`config.mk`:
```
export PLATFORM = sky130hd
export DESIGN_NAME = mf5_ctrl
export DESIGN_NICKNAME = d
export VERILOG_FILES = /design/src/mf5_pkg.sv /design/src/mf5_ctrl.sv
export SDC_FILE = /design/constraint.sdc
export NUM_CORES = 1
export LEC_CHECK = 0
export ABC_AREA = 1
export BUFFER_PORTS_ARGS = -buffer_cell sky130_fd_sc_hd__buf_4
export CORE_MARGIN = 4
export CORE_UTILIZATION = 30
export CTS_BUF_LIST = sky130_fd_sc_hd__clkbuf_16
export CTS_CLUSTER_SIZE = 30
export DETAILED_ROUTE_END_ITERATION = 12
export PLACE_DENSITY = 0.58
export SYNTH_ARGS = -nofsm -noshare
export SYNTH_HDL_FRONTEND = slang
export SYNTH_SLANG_ARGS = --single-unit
export TNS_END_PERCENT = 20
```
`constraint.sdc`:
```
create_clock -name clock -period 4.85 [get_ports clock]
set_input_delay 0.7275 -clock clock [delete_from_list [all_inputs] [get_ports clock]]
set_output_delay 0.7275 -clock clock [all_outputs]
set_load 0.05 [all_outputs]
```
`src/mf5_pkg.sv`:
```
// Shared constants, types and helpers of the 5x5 RGB median filter.
package mf5_pkg;

   localparam int MAX_WIDTH  = 256;
   localparam int CHANNELS   = 3;
   localparam int HEIGHT_MAX = 4096;

   localparam int NUM_CH     = 3;
   localparam int CH_W       = 8;
   localparam int PIX_W      = NUM_CH * CH_W;
   localparam int WIN_N      = 5;
   localparam int WIN_TAPS   = WIN_N * WIN_N;
   localparam int MED_RANK   = 12;
   localparam int ROW_SLOTS  = 8;
   localparam int SLOT_W     = $clog2(ROW_SLOTS);
   localparam int COL_W      = $clog2(MAX_WIDTH);
   localparam int WID_W      = $clog2(MAX_WIDTH + 1);
   localparam int HGT_W      = $clog2(HEIGHT_MAX + 1);
   localparam int ROW_W      = $clog2(HEIGHT_MAX);
   localparam int CFG_WID_W  = 9;
   localparam int CFG_HGT_W  = 13;
   localparam int CSR_IDX_W  = 1;
   localparam int CSR_DATA_W = 13;
   localparam int LANE_LAT   = 4;
   localparam int OUTQ_DEPTH = 16;
   localparam int OUTQ_PTR_W = $clog2(OUTQ_DEPTH);
   localparam int OUTQ_CNT_W = $clog2(OUTQ_DEPTH + 1);

   localparam logic [CSR_IDX_W-1:0] CSR_IMAGE_WIDTH  = 1'd0;
   localparam logic [CSR_IDX_W-1:0] CSR_IMAGE_HEIGHT = 1'd1;

   localparam logic REQ_PIXEL = 1'b0;
   localparam logic REQ_DRAIN = 1'b1;

   localparam logic signed [HGT_W+1:0] MIR_ONE = 1;

   // what a column fetch does to the window once it lands
   typedef enum logic [2:0] {
      WIN_HOLD,
      WIN_START,
      WIN_FETCH,
      WIN_COPY3,
      WIN_COPY1
   } win_op_type;

   // which next-row preload column a fetch fills
   typedef enum logic [1:0] {
      PRE_NONE,
      PRE_P0,
      PRE_P1
   } pre_op_type;

   typedef logic [PIX_W-1:0] pix_type;
   typedef logic [WIN_N-1:0][PIX_W-1:0] column_type;
   typedef logic [WIN_N-1:0][WIN_N-1:0][PIX_W-1:0] win_type;   // [col][row]
   typedef logic [WIN_TAPS-1:0][CH_W-1:0] taps_type;
   typedef logic [NUM_CH-1:0][CH_W-1:0] med_type;

   typedef struct packed {
      logic              en;
      logic [SLOT_W-1:0] slot;
      logic [COL_W-1:0]  col;
      pix_type           data;
   } wr_type;

   typedef struct packed {
      logic                          vld;
      logic                          emit;
      logic                          fe;
      win_op_type                    op;
      pre_op_type                    pre;
      logic [COL_W-1:0]              col;
      logic [WIN_N-1:0][SLOT_W-1:0]  slot;
   } job_type;

   typedef struct packed {
      logic vld;
      logic fe;
   } tag_type;

   // line-store slot of row+off, mirrored into [0, n) without repeating the edge
   function automatic logic [SLOT_W-1:0] mirror_slot(input logic [HGT_W-1:0] row,
                                                     input logic signed [2:0] off,
                                                     input logic [HGT_W-1:0] n);
      logic signed [HGT_W+1:0] x;
      logic signed [HGT_W+1:0] nn;
      x  = $signed({2'b00, row}) + $signed({{(HGT_W-1){off[2]}}, off});
      nn = $signed({2'b00, n});
      if (x < 0) x = -x;
      if (x >= nn) x = ((nn - MIR_ONE) <<< 1) - x;
      return x[SLOT_W-1:0];
   endfunction

endpackage

```
`src/mf5_ctrl.sv`:
```
// Config registers, raster counters and per-item fetch job generation.
module mf5_ctrl (
   input  logic                             clock,
   input  logic                             reset,
   input  logic                             csr_we,
   input  logic [mf5_pkg::CSR_IDX_W-1:0]    csr_index,
   input  logic [mf5_pkg::CSR_DATA_W-1:0]   csr_wdata,
   input  logic                             req_valid,
   input  logic                             req_ready,
   input  logic                             req_type,
   input  logic [mf5_pkg::CH_W-1:0]         req_red_in,
   input  logic [mf5_pkg::CH_W-1:0]         req_green_in,
   input  logic [mf5_pkg::CH_W-1:0]         req_blue_in,
   output mf5_pkg::wr_type                  wr,
   output mf5_pkg::job_type                 job,
   output logic                             emit_accept
);

   logic [mf5_pkg::CFG_WID_W-1:0] width_ff, width_in;
   logic [mf5_pkg::CFG_HGT_W-1:0] height_ff, height_in;
   logic [mf5_pkg::COL_W-1:0]     in_col_ff, in_col_in, out_col_ff, out_col_in;
   logic [mf5_pkg::ROW_W-1:0]     in_row_ff, in_row_in, out_row_ff, out_row_in;
   logic                          drain_ff, drain_in;
   mf5_pkg::job_type              job_ff, job_in;

   logic [mf5_pkg::WID_W-1:0] w_eff, oc;
   logic [mf5_pkg::HGT_W-1:0] h_eff, r_sel;
   logic accept, is_drain, pix, primed, emit, restart;
   logic in_col_last, in_row_last, out_col_last, out_row_last;

   // clamp registers into their usable ranges
   always_comb begin
      if (width_ff < 3) w_eff = mf5_pkg::WID_W'(3);
      else if (width_ff > mf5_pkg::MAX_WIDTH) w_eff = mf5_pkg::WID_W'(mf5_pkg::MAX_WIDTH);
      else w_eff = mf5_pkg::WID_W'(width_ff);
      if (height_ff < 3) h_eff = mf5_pkg::HGT_W'(3);
      else if (height_ff > mf5_pkg::HEIGHT_MAX) h_eff = mf5_pkg::HGT_W'(mf5_pkg::HEIGHT_MAX);
      else h_eff = mf5_pkg::HGT_W'(height_ff);
   end

   assign accept   = req_valid & req_ready;
   assign is_drain = (req_type == mf5_pkg::REQ_DRAIN);
   assign pix      = accept & ~is_drain & ~drain_ff;
   assign primed   = (in_row_ff > mf5_pkg::ROW_W'(2)) ||
                     (in_row_ff == mf5_pkg::ROW_W'(2) && in_col_ff >= mf5_pkg::COL_W'(2));
   assign emit     = accept & ((is_drain & drain_ff) | (pix & primed));
   assign emit_accept = emit;

   assign in_col_last  = mf5_pkg::WID_W'(in_col_ff) == w_eff - mf5_pkg::WID_W'(1);
   assign in_row_last  = mf5_pkg::HGT_W'(in_row_ff) == h_eff - mf5_pkg::HGT_W'(1);
   assign out_col_last = mf5_pkg::WID_W'(out_col_ff) == w_eff - mf5_pkg::WID_W'(1);
   assign out_row_last = mf5_pkg::HGT_W'(out_row_ff) == h_eff - mf5_pkg::HGT_W'(1);
   assign oc = mf5_pkg::WID_W'(out_col_ff);

   // line store write of the incoming pixel
   always_comb begin
      wr.en   = pix;
      wr.slot = in_row_ff[mf5_pkg::SLOT_W-1:0];
      wr.col  = in_col_ff;
      wr.data = {req_blue_in, req_green_in, req_red_in};
   end

   // fetch job: one column of five rows per released output, or a preload column on the first output row
   always_comb begin
      job_in      = '0;
      job_in.op   = mf5_pkg::WIN_HOLD;
      job_in.pre  = mf5_pkg::PRE_NONE;
      r_sel       = '0;
      if (emit) begin
         job_in.vld  = 1'b1;
         job_in.emit = 1'b1;
         job_in.fe   = out_row_last & out_col_last;
         r_sel       = mf5_pkg::HGT_W'(out_row_ff);
         if (out_col_ff == '0) begin
            job_in.op  = mf5_pkg::WIN_START;
            job_in.col = mf5_pkg::COL_W'(2);
         end else if (oc + mf5_pkg::WID_W'(3) <= w_eff) begin
            job_in.op  = mf5_pkg::WIN_FETCH;
            job_in.col = out_col_ff + mf5_pkg::COL_W'(2);
         end else if (oc + mf5_pkg::WID_W'(2) == w_eff) begin
            // right edge: window reuses its own column, port preloads next row
            job_in.op  = mf5_pkg::WIN_COPY3;
            job_in.pre = mf5_pkg::PRE_P0;
            job_in.col = '0;
            r_sel      = mf5_pkg::HGT_W'(out_row_ff) + mf5_pkg::HGT_W'(1);
         end else begin
            job_in.op  = mf5_pkg::WIN_COPY1;
            job_in.pre = mf5_pkg::PRE_P1;
            job_in.col = mf5_pkg::COL_W'(1);
            r_sel      = mf5_pkg::HGT_W'(out_row_ff) + mf5_pkg::HGT_W'(1);
         end
      end else if (pix && in_row_ff == mf5_pkg::ROW_W'(2) && in_col_ff < mf5_pkg::COL_W'(2)) begin
         // first output row has no previous row to preload its left columns
         job_in.vld = 1'b1;
         job_in.pre = (in_col_ff == '0) ? mf5_pkg::PRE_P0 : mf5_pkg::PRE_P1;
         job_in.col = in_col_ff;
      end
      for (int k = 0; k < mf5_pkg::WIN_N; k++) begin
         job_in.slot[k] = mf5_pkg::mirror_slot(r_sel, 3'(k - 2), h_eff);
      end
   end

   // registers and raster position
   always_comb begin
      width_in   = width_ff;
      height_in  = height_ff;
      in_col_in  = in_col_ff;
      in_row_in  = in_row_ff;
      out_col_in = out_col_ff;
      out_row_in = out_row_ff;
      drain_in   = drain_ff;
      restart    = 1'b0;
      if (csr_we) begin
         case (csr_index)
            mf5_pkg::CSR_IMAGE_WIDTH: begin
               width_in = csr_wdata[mf5_pkg::CFG_WID_W-1:0];
               restart  = 1'b1;
            end
            mf5_pkg::CSR_IMAGE_HEIGHT: begin
               height_in = csr_wdata[mf5_pkg::CFG_HGT_W-1:0];
               restart   = 1'b1;
            end
            default: ;
         endcase
      end
      if (restart) begin
         in_col_in  = '0;
         in_row_in  = '0;
         out_col_in = '0;
         out_row_in = '0;
         drain_in   = 1'b0;
      end else begin
         if (pix) begin
            if (in_col_last) begin
               in_col_in = '0;
               if (in_row_last) begin
                  in_row_in = '0;
                  drain_in  = 1'b1;
               end else begin
                  in_row_in = in_row_ff + mf5_pkg::ROW_W'(1);
               end
            end else begin
               in_col_in = in_col_ff + mf5_pkg::COL_W'(1);
            end
         end
         if (emit) begin
            if (out_col_last) begin
               out_col_in = '0;
               if (out_row_last) begin
                  out_row_in = '0;
                  drain_in   = 1'b0;
               end else begin
                  out_row_in = out_row_ff + mf5_pkg::ROW_W'(1);
               end
            end else begin
               out_col_in = out_col_ff + mf5_pkg::COL_W'(1);
            end
         end
      end
   end

   always_ff @(posedge clock) begin
      if (reset) begin
         width_ff   <= mf5_pkg::CFG_WID_W'(256);
         height_ff  <= mf5_pkg::CFG_HGT_W'(256);
         in_col_ff  <= '0;
         in_row_ff  <= '0;
         out_col_ff <= '0;
         out_row_ff <= '0;
         drain_ff   <= 1'b0;
         job_ff     <= '0;
      end else begin
         width_ff   <= width_in;
         height_ff  <= height_in;
         in_col_ff  <= in_col_in;
         in_row_ff  <= in_row_in;
         out_col_ff <= out_col_in;
         out_row_ff <= out_row_in;
         drain_ff   <= drain_in;
         job_ff     <= job_in;
      end
   end

   assign job = job_ff;

endmodule

```
* Yosys cells after proc, flatten, opt, wreduce, memory -nomap -nowiden
Cells that the tools add are included.
** Cells by class
- Add/subtract/negate cells :: 25
- $lt $le $gt $ge :: 18
- Eq/ne operators :: 6
- Multiplexer cells :: 41
- Bitwise gates (word level) :: 12
- Reduce and logical (&&, ||, !) cells :: 14
** Operator list (count)
- $mux 13 :: 6
- $ge 15x14->1 :: 5
- $mux 15 :: 5
- $mux 8 :: 4
- $lt 15x1->1 const B :: 2
- $neg 14->15 :: 2
- $neg 15->15 :: 2
- $lt 14x1->1 const B :: 2
- $eq 12x13->1 :: 2
- $add 12x1->12 const B :: 2
- $mux 12 :: 2
- $mux 3 :: 7
- $mux 10 :: 2
- $add 8x2->9 const B :: 2
- $eq 8x9->1 :: 2
- $mux 9 :: 2
- $add 8x1->8 const B :: 2
- $logic_not 8->1 :: 2
- $add 14x1->15 const B :: 1
- $add 14x2->15 const B :: 1
- $neg 13->15 :: 1
- $sub 3x3->3 :: 5
- $add 13x1->14 const B :: 1
- $add 13x2->14 const B :: 1
- other kinds (28) :: 53
** Storage, ports and cells
- Register bits :: 94
- Input bits :: 44
- Output and inout port bits :: 68
- Logic and storage cells :: 136

* Logic depth before layout (Yosys ltp)
Gate-level depths: netlist of the first run.
- Word-level depth :: 12
- Gate-level depth with buffers :: 40
- Gate-level depth less buffers :: 39

* Least setup slack after synthesis of the first run
Ideal clock, no wire load.
- Path kind :: register to register
- Start point :: register out_col_ff[1] (netlist bit)
- End point :: register job_ff (netlist bit job[10])
- Setup time :: 0.116 ns
- Arrival :: 4.810 ns
- Data required time :: 4.734 ns
- Setup slack :: -0.076 ns
- Stages on the path, launching flop included :: 34
- Buffers on the path :: 3
- Period minus slack after synthesis :: 4.926 ns
- Cell sequence :: dfxtp_1 > clkbuf_1 > inv_1 > ha_1 > nand2_1 > nand2_1 > nand2_1 > nor3_1 > xor2_1 > ha_1 > nand2_1 > nor2_2 > nand4_2 > nand3_4 > buf_6 > nand2_1 > nand2_1 > nand2_1 > buf_2 > inv_1 > ha_1 > inv_1 > nor2_1 > nand3_1 > xor2_1 > ha_1 > a21oi_1 > o21ai_0 > o2111ai_1 > o311ai_0 > nand3_1 > nand3b_1 > o211ai_1 > inv_1
** On the way
- Longest elaborated chain between the ends :: 10
- Elaborated cells on any way between the ends :: 13
- Classes of those cells :: add/sub (4); order compare (3); mux (5); reduce/logical (1)
** Ends and longest elaborated chain
- from (decl) :: line mf5_ctrl.sv:21 : logic [mf5_pkg::COL_W-1:0] in_col_ff, in_col_in, out_col_ff, out_col_in;
- from (signal assigned) :: line mf5_ctrl.sv:177 : out_col_ff <= out_col_in;
- $add 8x2->9 :: line mf5_ctrl.sv:77 : end else if (oc + mf5_pkg::WID_W'(3) <= w_eff) begin
- $le 9x9->1 :: line mf5_ctrl.sv:77
- $mux 13 :: line mf5_ctrl.sv:77
- $mux 13 (*) :: line mf5_ctrl.sv:74 : if (out_col_ff == '0) begin
- $mux 13 (*) :: line mf5_ctrl.sv:69 : if (emit) begin
- $add 13x1->14 (*) :: line mf5_pkg.sv:87 : x = $signed({2'b00, row}) + $signed({{(HGT_W-1){off[2]}}, off});
- $neg 14->15 / $lt 14x1->1 (equally long branches) :: line mf5_pkg.sv:89 : if (x < 0) x = -x;
- $mux 15 (*) :: line mf5_pkg.sv:89
- $ge 15x14->1 / $sub 3x3->3 (equally long branches) :: line mf5_pkg.sv:90 : if (x >= nn) x = ((nn - MIR_ONE) <<< 1) - x;
- $mux 3 (*) :: line mf5_pkg.sv:90
- to (signal assigned) :: line mf5_ctrl.sv:180 : job_ff <= job_in;
- to (decl) :: line mf5_ctrl.sv:24 : mf5_pkg::job_type job_ff, job_in;
Mark *: on every way between the ends. The rest lies on a longest branch, timed or not.
A chain may end at the register's enable or synchronous reset.

* Final worst setup path of the first run
- Start point :: register out_col_ff[1] (netlist bit)
- End point :: register job_ff (netlist bit job[1])
** On the way
- Longest elaborated chain between the ends :: 10
- Elaborated cells on any way between the ends :: 13
- Classes of those cells :: add/sub (4); order compare (3); mux (5); reduce/logical (1)
** Ends and longest elaborated chain (line)
- $add 8x2->9 :: mf5_ctrl.sv:77
- $le 9x9->1 :: mf5_ctrl.sv:77
- $mux 13 :: mf5_ctrl.sv:77
- $mux 13 (*) :: mf5_ctrl.sv:74
- $mux 13 (*) :: mf5_ctrl.sv:69
- $add 14x2->15 (*) :: mf5_pkg.sv:87
- $neg 15->15 / $lt 15x1->1 (equally long branches) :: mf5_pkg.sv:89
- $mux 15 (*) :: mf5_pkg.sv:89
- $ge 15x14->1 / $sub 3x3->3 (equally long branches) :: mf5_pkg.sv:90
- $mux 3 (*) :: mf5_pkg.sv:90
Marks and branches as above.

==> results.cfg, run 1 <==
[logic_synthesis]
synth.distinct_cells = 55
seq_area_frac_synth_pct = 19.4
syn_area_sq_um = 9500
yosys.area_share.xor_xnor_pct = 6.91
synthMuxAreaShare_pct = 0
synth-seq-cells = 92
syn_inst = 1490
ys_async_sr_fraction_pct = 0
synthSimpleGateAreaFrac_pct = 38.6
synthAdderAreaFrac_pct = 12.8
ys_warn_count = 0
synth_top_family_by_area = simple AND/OR/NAND/NOR gates
synth_edf_count = 0
synth_compound_area_share_pct = 10.7
synth_nets = 1629
synth_flop_cell = dfxtp_1
avgSynthCellArea_sq_um = 6.38

[cts]
clock_sinks = 92
cts_max_path_buffers = 2
root_buffer = clkbuf_16
cts_made_buffers = 9
cts_hold_buf = 0
clk_latency_ns = 0.36
clk_pin_slew_ns = 0.07
cts_tree = done
htreeDepth = 3

[sta]
hold_violations = 0
maxSlewHeadroom_pct = 24.1
fin_skew_ns = 0.0140
min_period_ns = 4.71
max_clock_freq_mhz = 212
drv_slew = 0
fin_crit_sh_pct = 97.2
rsz0062_at_grt = true
worst_pin_slew_ns = 1.14
setup_viol = 0

[drt]
postRouteAntennaNets = 0
vias = 10328
drt_iter0_markers = 677
viasPerCell = 5.13
firstDrtPassIters = 6
drc = 0
drt-total-wl_microns = 34500
routedWlPerCell_microns = 17.1

[layout]
final_core_util_pct = 39.3
multi_input_comb_area_sq_um = 7330
num-nets-final = 1753
fillCellCount = 3249
regArea_sq_um = 1850
drive_gt1_share_pct = 23.7
layout.cells.most_common = nand2_1
n_antenna_cell = 0
final_cell_mix = 304 x nand2_1, 163 x nor2_1, 159 x inv_1, 159 x buf_4, 132 x nand3_1
area_delta_synth_final_pct = 27.9

[pwr]
ir_drop_mv = 0.179
seq_power_share_pct = 35.7
p_int_w = 0.00151
clock_power_share_pct = 39.9
power_density_nw_per_um2 = 182
leakagePower_nw = 6.00
comb_power_share_pct = 24.4
switching_power_w = 0.000704
sw_frac_of_total_pct = 31.8
p_total_w = 0.00221

[worst_setup_path]
worst_setup_path_start_kind = flip-flop
required_ns = 5.14
crit_path_end_kind = flip-flop
crit_top_cell = nand2_1
path_class = flip-flop to flip-flop
crit_path_max_incr_delay_ns = 0.39
critPathSlowestCell = dfxtp_4
arrival_ns = 5.01
path_max_fanout = 6

[die]
dieWidth_microns = 186
rows = 64
start_util_pct = 30.7
die_y_microns = 186
core_area_sq_um = 30900
ios = 112
die_area_sq_um = 34600

[placed_design]
dpl.hpwl_microns = 26300
io_buffers = 63
gp_congestion = 0.960

[global_routing]
antenna_found_initial = 0
grt_usage_pct = 19.0
grt_pass1_wl_microns = 51900
grt_pass1_vias = 9740
grt_overflow = 0
grt_max_degree = 34

[run]
drv_cap = 0

[status]
outcome = completed

[hold_path]
min_path_type = flip-flop to flip-flop
-- layout make-up --
class,instances,area share [%]
sequential,92,15.2
clock inverter,6,1.12
inverter,188,5.94
timing repair buffer,172,11.5
multi-input combinational,1151,60.3
tap,396,4.07
clock buffer,9,1.85
-- cells in the mapped netlist, drive strengths merged (3+ instances only) --
cell | number | area share, %
nand3 | 150 | 8.5
nor3 | 18 | 1.1
nand4 | 48 | 3.2
a21oi | 75 | 4.1
dfxtp | 92 | 19
a211oi | 6 | 0.47
o21ai | 73 | 4.0
nor2 | 195 | 8.4
buf | 49 | 3.7
inv | 184 | 7.3
o41ai | 4 | 0.37
xor2 | 67 | 6.2
nand3b | 8 | 0.63
o211ai | 7 | 0.55
fa | 4 | 0.84
or2 | 3 | 0.20
clkbuf | 10 | 0.41
nor4 | 10 | 0.66
ha | 91 | 12
xnor2 | 8 | 0.74
nand2 | 359 | 15
nor3b | 5 | 0.45
clkinv | 4 | 0.16
-- through the flow --
step | cells | worst slack (ns) | TNS (ns) | hold WS (ns) | cell area [sq um]
finish | 2014 | 0.137 | 0 | 0.500 | 12200
global route | 2014 | -0.226 | -0.875 | 0.512 | 12200
CTS | 1967 | 0.0127 | 0 | 0.502 | 10900
detailed placement | 1952 | -0.123 | -0.233 | 0.489 | 10600
global placement | 1952 | -0.0479 | -0.0856 | 0.484 | 10600
floorplan | 1490 | 0.0795 | 0 | 0.451 | 9510
-- flip-flops by register name (all words and copies together), names as in the netlist --
register    count
drain_ff        1
height_ff      13
in_col_ff       8
in_row_ff      12
job            29
out_col_ff      8
out_row_ff     12
width_ff        9
-- power groups by stage --
stage | registers [W] | logic, W | clock network, W
after floorplan | 0.000822 | 0.000379 | 0
after global placement | 0.000807 | 0.000498 | 0
after detailed placement | 0.000808 | 0.000501 | 0
after CTS | 0.000790 | 0.000505 | 0.000909
after global routing | 0.000792 | 0.000604 | 0.000939
final | 0.000790 | 0.000541 | 0.000884
-- worst max-delay path: cells and delay by family, from the launching register on --
kind,cells,cell delay (ns)
buffers and inverters,3,0.30
xor gates and xnor gates,1,0.14
DFF,1,0.39
adders and majority gates,3,0.75
and+or+nand+nor,22,2.49
AOI/OAI and AO/OA,5,0.59
-- cells by family after synthesis --
group,Yosys count
buffers and inverters,247
flip-flops,92
AND/OR/NAND/NOR,801
XOR/XNOR,75
adder cells (fa/ha/maj),95
AO/OA/AOI/OAI,180
-- path summary, 6_finish.rpt --
check	startpoint	endpoint	slack [ns]	depth (start not counted)
worst max register to register	out_col_ff[1]	job[1]	0.14	34
worst min register to register	height_ff[0]	height_ff[0]	0.50	2
worst max-delay path	out_col_ff[1]	job[1]	0.14	34
worst min-delay path	height_ff[0]	height_ff[0]	0.50	2
-- layer usage --
layer	part of all wire, %	track usage (%)
met5	0	0
met4	3.9	7.20
met3	6.2	3.60
met2	48	31.9
met1	42	24.3
-- what timing repair did --
item | in CTS | in global routing
endpoints found under the setup margin | 2 | 8
cloned | 0 | 1
setup buffers | 0 | 46
gates resized for setup | 3 | 190
pin swaps | 0 | 106
Note: power is estimated with default switching activity, not from simulation.
==> run 2, diff against run 1 <==
--- a/config.mk
+++ b/config.mk
@@ -12,7 +12,7 @@
 export CTS_BUF_LIST = sky130_fd_sc_hd__clkbuf_16
 export CTS_CLUSTER_SIZE = 30
 export DETAILED_ROUTE_END_ITERATION = 12
-export PLACE_DENSITY = 0.58
+export PLACE_DENSITY = 0.57
 export SYNTH_ARGS = -nofsm -noshare
 export SYNTH_HDL_FRONTEND = slang
 export SYNTH_SLANG_ARGS = --single-unit
==> constraint.sdc (replaced) <==
create_clock -name clock -period 4.6 [get_ports clock]
set_input_delay 0.69 -clock clock [delete_from_list [all_inputs] [get_ports clock]]
set_output_delay 0.69 -clock clock [all_outputs]
set_load 0.05 [all_outputs]
==> results.cfg, run 2 (synthesized netlist as in run 1, its figures left out) <==
[layout]
largest_register_ffs = 29
area_delta_synth_final_pct = 27.8
num-nets-final = 1799
n_antenna_cell = 0
drive_gt1_share_pct = 23.9
finalNonFillerCells = 2060
final_cell_mix = 319 x nand2_1, 206 x buf_4, 166 x nor2_1, 160 x inv_1, 133 x nand3_1
stdcell_area_sq_um = 12100
layout.cells.most_common = nand2_1

[placed_design]
postPlaceCellArea_sq_um = 11000
io_buffers = 63
gp_congestion = 0.989
dpl.hpwl_microns = 27200
place_inst = 2007
dp_slack_ns = -0.200

[sta]
fin_skew_ns = 0.0129
fin_crit_sh_pct = 101
fin_ws_ns = -0.0434
max_clock_freq_mhz = 215
worst_pin_slew_ns = 1.12
drv_slew = 0
hold_violations = 0
setup_viol = 6
maxSlewHeadroom_pct = 25.3
min_period_ns = 4.64
rsz0062_at_grt = true

[drt]
postRouteAntennaNets = 0
drc = 0
viasPerCell = 5.09
drt-total-wl_microns = 35000
routedWlPerCell_microns = 17.0
firstDrtPassIters = 5
vias = 10478
drt_iter0_markers = 638

[die]
start_util_pct = 30.7
die_y_microns = 186
core_area_sq_um = 30900
ios = 112
dieWidth_microns = 186
rows = 64
die_area_sq_um = 34600

[worst_setup_path]
required_ns = 4.86
reg2regPathDepth = 33
path_max_fanout = 7
critPathSlowestCell = dfxtp_2
crit_path_max_incr_delay_ns = 0.35
crit_path_end_kind = flip-flop
path_class = flip-flop to flip-flop
worst_setup_path_start_kind = flip-flop
arrival_ns = 4.90

[global_routing]
grt_max_degree = 34
antenna_found_initial = 1
grt_usage_pct = 19.8
grt_pass1_vias = 9961
grt_pass1_wl_microns = 53600
grt_overflow = 0

[status]
outcome = finished, violations left
violations = setup timing

[cts]
cts_made_buffers = 9
cts_hold_buf = 0
clock_sinks = 92
clk_latency_ns = 0.37
cts_tree = done
htreeDepth = 3
clk_pin_slew_ns = 0.07
cts_max_path_buffers = 2
root_buffer = clkbuf_16

[pwr]
leakagePower_nw = 6.17
p_total_w = 0.00217
power_density_nw_per_um2 = 179
ir_drop_mv = 0.149

[run]
drv_cap = 0

[hold_path]
hold_depth = 2
min_path_type = flip-flop to flip-flop
run 2: changes by cell type in the layout (fill, tap and decap cells not counted), moves of 5 or more:
cell,change
nand2_1,+15
nand2_4,-7
buf_4,+47
ha_4,-9
ha_1,+8
nand2_2,-5
run 2: final timing paths:
kind	startpoint	slack, ns	end
worst max-delay path	out_col_ff[1]	-0.04	job[10]
worst min-delay path	drain_ff	0.50	drain_ff
worst max register to register	out_col_ff[1]	-0.04	job[10]
worst min register to register	drain_ff	0.50	drain_ff
run 2: worst max-delay path: cells and delay by family (launching register included):
family,cells,cell delay [ns]
fa+ha+maj,4,0.99
simple gates,15,1.39
buf+inv,7,0.67
compound gates,5,0.82
xor+xnor,2,0.32
flops,1,0.35
run 2: layout make-up:
type                            instances  area [sq um]
Fill cell                            3338         18800
Multi-Input combinational cell       1151          7070
Sequential cell                        92          1850
Timing Repair Buffer                  218          1730
Inverter                              188           718
Tap cell                              396           495
Clock buffer                            9           225
Clock inverter                          6          56.3
run 2: metal layers:
layer / routed length [microns] / share of wire [%] / track usage (%)
met5: 0 / 0 / 0
met3: 1480 / 4.2 / 2.64
met1: 15200 / 43 / 24.9
met4: 1680 / 4.8 / 9.39
met2: 16700 / 48 / 33.4
run 2: timing repair:
item	4_1_cts	5_1_grt
gates resized for setup	62	76
buffers inserted	25	12
pin swaps	46	73
hold endpoints to repair	0	0
endpoints found under the setup margin	7	9
gates cloned	1	0
run 2: per-stage QoR:
step / setup TNS [ns] / util, % / hold slack, ns
after floorplan: 0 / - / 0.451
after global placement: -0.349 / 35.6 / 0.479
after detailed placement: -0.640 / 35.6 / 0.498
after CTS: 0 / 38.0 / 0.509
after global routing: -2.64 / 39.3 / 0.523
final: -0.157 / 39.3 / 0.503
run 2: where the power goes:
group          leakage [nW]  total [W]  internal [W]  switching (W)
clock network         0.130   0.000764      0.000414       0.000351
registers             0.749   0.000833      0.000815      0.0000177
logic                  5.29   0.000577      0.000197       0.000380
total                  6.17    0.00217       0.00143       0.000748
==> run 3, diff against run 2 <==
--- a/config.mk
+++ b/config.mk
@@ -13,6 +13,7 @@
 export CTS_CLUSTER_SIZE = 30
 export DETAILED_ROUTE_END_ITERATION = 12
 export PLACE_DENSITY = 0.57
+export RECOVER_POWER = 25
 export SYNTH_ARGS = -nofsm -noshare
 export SYNTH_HDL_FRONTEND = slang
 export SYNTH_SLANG_ARGS = --single-unit
==> constraint.sdc (replaced) <==
create_clock -name clock -period 5.3 [get_ports clock]
set_input_delay 0.795 -clock clock [delete_from_list [all_inputs] [get_ports clock]]
set_output_delay 0.795 -clock clock [all_outputs]
set_load 0.05 [all_outputs]
==> results.cfg, run 3 (synthesized netlist as in run 1, its figures left out) <==
[drt]
firstDrtPassIters = 6
viasPerCell = 5.13
vias = 10018
routedWlPerCell_microns = 17.2
postRouteAntennaNets = 0
drc = 0
drt_iter0_markers = 821
drt-total-wl_microns = 33500

[layout]
layout.cells.most_common = nand2_1
finalNonFillerCells = 1953
num-nets-final = 1691
drive_gt1_share_pct = 12.7
area_delta_synth_final_pct = 13.3
final_cell_mix = 333 x nand2_1, 179 x nor2_1, 169 x inv_1, 139 x nand3_1, 93 x buf_4
largest_register_ffs = 29
n_antenna_cell = 0
stdcell_area_sq_um = 10800

[sta]
fin_ws_ns = 0.353
setup_viol = 0
setup_tns_ns = 0
max_clock_freq_mhz = 202
fin_skew_ns = 0.0132
hold_violations = 0
drv_slew = 0
maxSlewHeadroom_pct = 43.1
worst_pin_slew_ns = 0.853
min_period_ns = 4.95
fin_crit_sh_pct = 93.3

[global_routing]
grt_pass1_wl_microns = 51700
grt_usage_pct = 19.0
grt_overflow = 0
grt_max_degree = 29
antenna_found_initial = 1
grt_pass1_vias = 9358

[die]
dieWidth_microns = 186
die_area_sq_um = 34600
die_y_microns = 186
ios = 112
rows = 64
core_area_sq_um = 30900
start_util_pct = 30.7

[cts]
htreeDepth = 3
clk_latency_ns = 0.36
root_buffer = clkbuf_16
cts_hold_buf = 0
clock_sinks = 92
cts_made_buffers = 9
cts_max_path_buffers = 2
clk_pin_slew_ns = 0.07
cts_tree = done

[worst_setup_path]
crit_top_cell = nand2_1
crit_path_end_kind = flip-flop
path_class = flip-flop to flip-flop
worst_setup_path_start_kind = flip-flop
arrival_ns = 5.24
crit_path_max_incr_delay_ns = 0.36
path_max_fanout = 10
required_ns = 5.59
critPathSlowestCell = dfxtp_2

[pwr]
sw_frac_of_total_pct = 35.7
power_density_nw_per_um2 = 170
clock_power_share_pct = 35.3
ir_drop_mv = 0.123
leakagePower_nw = 5.46
seq_power_share_pct = 39.6
switching_power_w = 0.000651
p_int_w = 0.00117
comb_power_share_pct = 25.1

[placed_design]
dp_slack_ns = 0.0663
place_inst = 1919
io_buffers = 63
postPlaceCellArea_sq_um = 10300
gp_congestion = 0.966
dpl.hpwl_microns = 26200

[hold_path]
min_path_type = flip-flop to flip-flop

[run]
drv_cap = 0

[status]
outcome = completed
run 3: cell count changes in the layout (fill, tap and decap cells not counted), sizes merged:
| cell | before | now |
|---|---|---|
| buf | 218 | 93 |
| bufinv | 1 | 0 |
| clkbuf | 9 | 24 |
| clkinv | 7 | 6 |
| clkinvlp | 2 | 1 |
| inv | 184 | 188 |
| nand3 | 150 | 152 |
run 3: what timing repair did:
action	in CTS	in global routing
endpoints found under the setup margin	0	8
buffers inserted	0	16
gates resized for setup	0	29
run 3: area by class of cell:
class                   instances  area [sq um]
flip-flops and latches         92          1840
repair buffers                108           754
fillers                      3393         20100
inverters                     188           708
clock inverters                 7          48.8
well taps                     396           495
multi-input cells            1153          6690
clock buffers                   9           225
run 3: critical path, delay by kind of cell (launching register included):
kind | cells | cell delay, ns
and+or+nand+nor | 15 | 1.74
adders and majority gates | 4 | 0.98
AOI/OAI and AO/OA | 5 | 0.75
buffers and inverters | 5 | 0.60
xor gates and xnor gates | 2 | 0.45
DFF | 1 | 0.36
run 3: routing by layer:
| metal | routed length [microns] | share of wire (%) | up-vias | GRT usage (%) |
|---|---|---|---|---|
| met3 | 1790 | 5.3 | 65 | 2.60 |
| li1 | - | - | 5004 | - |
| met5 | 0 | 0 | - | 0 |
| met2 | 16000 | 48 | 330 | 32.5 |
| met1 | 14800 | 44 | 4619 | 24.9 |
| met4 | 989 | 2.9 | 0 | 5.95 |
run 3: worst paths after layout:
path,slack (ns),depth (start not counted),from,endpoint
worst max register to register,0.35,31,out_col_ff[1],job[10]
worst min register to register,0.49,2,height_ff[0],height_ff[0]
worst max-delay path,0.35,31,out_col_ff[1],job[10]
worst min-delay path,0.49,2,height_ff[0],height_ff[0]
run 3: stage by stage:
| stage | hold WS [ns] | utilization [%] | total power (W) |
|---|---|---|---|
| 4_1_cts | 0.497 | 34.2 | 0.00184 |
| 6_report | 0.491 | 34.8 | 0.00183 |
| 3_3_place_gp | 0.477 | 33.3 | 0.00119 |
| 5_1_grt | 0.540 | 34.8 | 0.00193 |
| 3_5_place_dp | 0.487 | 33.3 | 0.00119 |
| 2_1_floorplan | 0.451 | - | 0.00110 |
run 3: power by group through the flow:
stage	Combinational [W]	Sequential, W	Clock, W
finish	0.000459	0.000723	0.000643
floorplan	0.000347	0.000753	0
CTS	0.000454	0.000723	0.000660
global placement	0.000446	0.000739	0
detailed placement	0.000451	0.000739	0
global route	0.000515	0.000726	0.000688
